File: src/pls_pkg.sv
// pls_pkg: shared types and codes for the positional list store.
// Transfer structs for the request and result channels, the cell control
// struct, request and status codes. No dependencies.
`default_nettype none

package pls_pkg;

  localparam int DATA_W       = 32;
  localparam int POS_W        = 7;
  localparam int CNT_OUT_W    = 7;
  localparam int REQ_W        = 2;
  localparam int ST_W         = 2;
  localparam int CAPACITY_DEF = 64;

  localparam logic [REQ_W-1:0] REQ_INSERT = 2'd0;
  localparam logic [REQ_W-1:0] REQ_REMOVE = 2'd1;
  localparam logic [REQ_W-1:0] REQ_READ   = 2'd2;

  localparam logic [ST_W-1:0] ST_OK    = 2'd0;
  localparam logic [ST_W-1:0] ST_RANGE = 2'd1;
  localparam logic [ST_W-1:0] ST_FULL  = 2'd2;

  typedef struct packed {
    logic [REQ_W-1:0]         req_type;
    logic [POS_W-1:0]         position;
    logic signed [DATA_W-1:0] value;
  } pls_in_t;

  typedef struct packed {
    logic signed [DATA_W-1:0] read_value;
    logic [CNT_OUT_W-1:0]     entry_count;
    logic [ST_W-1:0]          status;
  } pls_out_t;

  typedef struct packed {
    logic                     ins;
    logic                     rem;
    logic signed [DATA_W-1:0] value;
  } pls_cell_ctl_t;

endpackage

`default_nettype wire

File: src/pls_cell.sv
// pls_cell: one storage cell of the list chain.
// Holds one entry; on insert takes the new value at the position or its left
// neighbor past it, on remove its right neighbor. Depends on pls_pkg.
`default_nettype none

module pls_cell
  import pls_pkg::*;
#(
  parameter int IDX   = 0,
  parameter int IDX_W = 6
) (
  input  wire                            clk,
  input  wire pls_cell_ctl_t             ctl_i,
  input  wire logic [IDX_W-1:0]          idx_i,
  input  wire logic signed [DATA_W-1:0]  left_i,
  input  wire logic signed [DATA_W-1:0]  right_i,
  output logic signed [DATA_W-1:0]       data_o,
  output logic signed [DATA_W-1:0]       rd_o
);

  localparam logic [IDX_W-1:0] MY_IDX = IDX_W'(IDX);

  logic signed [DATA_W-1:0] data_r;
  logic signed [DATA_W-1:0] data_nxt;
  logic                     hit;
  logic                     after;

  assign hit   = (MY_IDX == idx_i);
  assign after = (MY_IDX > idx_i);

  always_comb begin
    data_nxt = data_r;
    if (ctl_i.ins && after) begin
      data_nxt = left_i;
    end else if (ctl_i.ins && hit) begin
      data_nxt = ctl_i.value;
    end else if (ctl_i.rem && (after || hit)) begin
      data_nxt = right_i;
    end
  end

  always_ff @(posedge clk) begin
    data_r <= data_nxt;
  end

  assign data_o = data_r;
  assign rd_o   = hit ? data_r : '0;

endmodule

`default_nettype wire

File: config.mk
export PLATFORM = sky130hd
export DESIGN_NAME = pls_cell
export DESIGN_NICKNAME = d
export VERILOG_FILES = /design/src/pls_pkg.sv /design/src/pls_cell.sv
export SDC_FILE = /design/constraint.sdc
export NUM_CORES = 1
export LEC_CHECK = 0
export BUFFER_PORTS_ARGS = -buffer_cell sky130_fd_sc_hd__buf_2
export CAP_MARGIN = 20
export CORE_ASPECT_RATIO = 0.8
export CORE_MARGIN = 2
export CORE_UTILIZATION = 36
export CTS_CLUSTER_SIZE = 16
export DETAILED_ROUTE_END_ITERATION = 16
export PLACE_DENSITY = 0.83
export REMOVE_ABC_BUFFERS = 1
export SYNTH_ARGS = -nofsm -noshare
export SYNTH_HDL_FRONTEND = slang
export SYNTH_SLANG_ARGS = --single-unit
File: constraint.sdc
create_clock -name clk -period 3 [get_ports clk]
set_input_delay 0.45 -clock clk [delete_from_list [all_inputs] [get_ports clk]]
set_output_delay 0.45 -clock clk [all_outputs]
set_load 0.005 [all_outputs]
## Word-level counts from Yosys, hierarchy flattened

Cells that the tools add are included.

- $lt $le $gt $ge: 1
- Mux-type cells: 4
- Reduce and logical (&&, ||, !) cells: 6

Operators by type and width:

| cell | count |
|---|---|
| two-way mux 32 bit | 4 |
| > comparator 1 x 6 -> 1 bit, first input constant | 1 |
| logical NOT 6 bit | 1 |
| logical AND 1 bit | 3 |
| nonzero test 3 bit | 1 |
| logical OR 1 bit | 1 |

- Register bits after elaboration: 32
- Input port bits: 105
- Logic and storage cells: 12

## Depth between registers and ports, before layout

- Depth after elaboration: 6
- Mapped depth: 5
- Gate-level depth less buffers: 3

## Least setup slack after synthesis

No wires, ideal clock.

- Path type: input-to-reg
- From: input idx_i[5]
- To: register data_r[0], in the netlist data_o[0], enable pin
- Library setup time: 0.391 ns
- Arrival: 2.352 ns
- Slack: 0.257 ns
- Stages on the path: 4
- Buffers on the path: 1
- Cell sequence: or4_1 nor3_1 clkbuf_1 o21a_1

- Cells in the longest elaborated chain, start to end: 4
- Elaborated cells between the ends (all ways): 7

RTL lines:

| element | RTL line | text |
|---|---|---|
| start, declared | pls_cell.sv:14 | `input wire logic [IDX_W-1:0] idx_i,` |
| > comparator 1 x 6 -> 1 bit or logical NOT 6 bit (tied branches) | pls_cell.sv:29, pls_cell.sv:28 |  |
| logical OR 1 bit | pls_cell.sv:37 | `end else if (ctl_i.rem && (after \|\| hit)) begin` |
| logical AND 1 bit | pls_cell.sv:37 |  |
| nonzero test 3 bit (no source line) * | -- |  |
| end signal, assigned | pls_cell.sv:43 | `data_r <= data_nxt;` |
| end, declared | pls_cell.sv:23 | `logic signed [DATA_W-1:0] data_r;` |

Every way passes the cells marked *; elsewhere a longest branch is shown, timed or not.
A chain may end at the register's enable or synchronous reset.

## Worst setup path after layout

- From: input idx_i[5]
- To: register data_r[11], in the netlist data_o[11] (data pin)

- Cells in the longest elaborated chain, start to end: 4
- Elaborated cells between the ends (all ways): 6

RTL lines:

| element | RTL line | text |
|---|---|---|
| parallel branches: the longest is 3 deep, another holds > comparator 1 x 6 -> 1 bit | -- |  |
| two-way mux 32 bit * | pls_cell.sv:33 | `if (ctl_i.ins && after) begin` |
| net data_nxt[11] | pls_cell.sv:24 | `logic signed [DATA_W-1:0] data_nxt;` |

Mark *: on every way through the listed nets, which the timed path passes.

==> metrics.md <==
| Metric | Value |
|---|---|
| Total CTS buffers | `5` |
| CTS resizes | `0` |
| CTS Buffer Depth | `2` |
| Slew headroom | `0.7870` |
| CP peak stage delay | `0.65 ns` |
| Area after DPL | `2470 µm²` |
| Total Routing Usage GR | `0.1504` |
| Crit path cell chain | `buf_2, or4_1, or4b_2, buf_4, mux2_4` |
| Gpl congestion | `0.6964` |
| Number of setup violations in the final report | `0` |
| Post-route DRC | `0` |
| Final Hold Fails | `0` |
| Slew Limit Fails | `0` |
| CTS Sinks | `32` |
| Crit. path cell count | `5` |
| Root Buffer | `clkbuf_8` |
| Initial antenna violation count | `0` |
| Gr ovfl total | `0` |
| Syn Inst Count | `107` |
| Number of setup buffers added after CTS | `0` |
| Crit end category | `register` |
| Number of global-route vias before repair | `around 1300` |
| CTS Hold Buffers Added | `0` |
| Fillers | `423` |
| Family with the most delay on the worst path | `simple AND/OR/NAND/NOR gates` |
| Initial Util | `0.3777` |
| Final period util | `0.7754` |
| IO Port Bufs | `136` |
| Die area | `5428 µm²` |
| Layout Utilization | `0.5574` |
| Type of the worst min-delay path | `primary input to register` |
| DRT Pass-1 Iters | `3` |
| Setup Slack @ Placement | `0.3688 ns` |
| YS warnings | `0` |
| Worst Setup Path Type | `primary input to register` |
| H-tree lvl count | `2` |
| Average size of a mapped cell | `16.32 µm²` |
| LEAKAGE | `roughly 0.0014 µW` |
| Post-Route Setup TNS | `0 ns` |
| DR iter-0 viols | `19` |
| Max Freq | `429.9 MHz` |
| Total wire length | `between 4 and 5 mm` |
| Power per cell area | `382.8 nW/µm²` |
| Nets | `354` |
| Post-Syn Area | `1747 µm²` |
| Via-to-Cell Ratio | `~4.5` |
| Yosys cell types | `11` |
| Worst Path Max Fanout | `18` |
| Worst path buffer plus inverter count | `2` |
| Core area | `4624 µm²` |
| Synth-to-Final Area Change | `47.56%` |
| CP Launch Type | `primary input` |
| Peak supply drop | `0.1668 mV` |
| Max_cap viols | `0` |
| Worst Setup EP | `data_o[11]` |
| Antenna cells | `0` |
| CP required | `3.02 ns` |
| Via count | `roughly 1400` |
| CTS tree | `built` |
| Arrival time worst endpoint | `2.35 ns` |
| Max reg flops | `32` |
| IO Count | `~170` |
| Clock Pin Slew Worst Setup and Hold Paths | `0.06 ns` |
| Chip width | `a little over 80 µm` |
| Post-synthesis sequential area ratio | `0.5501` |
| Design area | `around 2600 µm²` |
| Site Rows | `22` |
| Total power | `just under 1000 µW` |
| Worst Tran Pin Value | `0.3195 ns` |
| Global-route wire length before repair | `5.899 mm` |
| DP HPWL | `3.452 mm` |
| Setup slack after layout | `0.6738 ns` |
| RSZ-0062 raised after global routing | `false` |
| Pin count of the biggest net entering global routing | `23` |
| Minimum clock period | `2.326 ns` |
| Crit path max-delay cell type | `or4b_2` |
| Number of synthesized register bits | `32` |
| Run status | `finished clean` |
| Die Y | `66.30 µm` |
| Routed length per placed instance | `13.36 µm` |
| Fraction of layout cells with a size suffix above 1 | `0.7320` |
| Crit. Startpoint | `idx_i[5]` |
| Detail Route Antenna Nets | `0` |
==> layout make-up <==
class                      instances  area, µm²  area share
clock buffer                       6      72.57     0.02816
clock inverter                     2      35.03     0.01359
multi-input combinational         68      708.2      0.2748
sequential                        32      960.9      0.3728
tap                               60      75.07     0.02913
timing repair buffer             142      725.7      0.2816
==> cells in the final DEF (no fill, tap or decap) <==
cell       count
clkbuf_8       5
clkinv_2       1
buf_2        136
edfxtp_1      32
buf_4          6
mux2_4        30
or4_1          1
clkbuf_1       1
o21a_1         1
nor3_2         1
bufinv_16      1
or4b_2         1
and2_1        32
mux2_2         2
==> worst min-delay path by stage <==
stage | from | end | slack (ns) | depth (start not counted)
after floorplan | right_i[10] | data_o[10] | 0.67 | 1
after global placement | right_i[23] | data_o[23] | 0.75 | 2
after detailed placement | ctl_i[10] | data_o[10] | 0.75 | 2
after CTS | ctl_i[10] | data_o[10] | 0.46 | 2
after global routing | right_i[0] | data_o[0] | 0.46 | 2
final | ctl_i[10] | data_o[10] | 0.47 | 2
==> metal layers <==
| layer | global-route usage | up-vias | wire length [µm] |
|---|---|---|---|
| met2 | 0.2876 | 70 | 2254 |
| met1 | 0.1451 | 637 | 1417 |
| met4 | 0.07083 | 0 | 97 |
| met5 | 0 | - | 0 |
| li1 | - | 667 | - |
| met3 | 0.04508 | 10 | 372 |
==> metrics by stage <==
stage               hold WS (ns)  std cells
floorplan                 0.6676        100
global placement          0.7505        302
detailed placement        0.7542        302
CTS                       0.4582        310
global route              0.4564        310
finish                    0.4680        310
==> kinds of logic after synthesis <==
logic type / after synthesis / synth area share
buf+inv: 7 / 0.04728
compound gates: 1 / 0.004300
flops: 32 / 0.5501
simple gates: 35 / 0.1275
mux: 32 / 0.2708
==> synthesized netlist by cell type <==
master    number  share of area
or4b_1         1         0.0057
mux2_2         2          0.013
o21a_1         1         0.0043
buf_6          1         0.0064
clkbuf_1       3         0.0064
nor3_1         1         0.0029
edfxtp_1      32           0.55
mux2_4        30           0.26
or4_1          1         0.0043
and2_1        32           0.11
buf_12         3          0.034
==> power breakdown <==
part | switching [µW] | leakage, µW | internal [µW] | total (µW)
registers | 1.65 | 0.000288 | 497 | 498
clock network | 146 | 0.0000552 | 246 | 392
logic | 28.1 | 0.00102 | 68.4 | 96.5
Power figures use the tool's default switching activity.
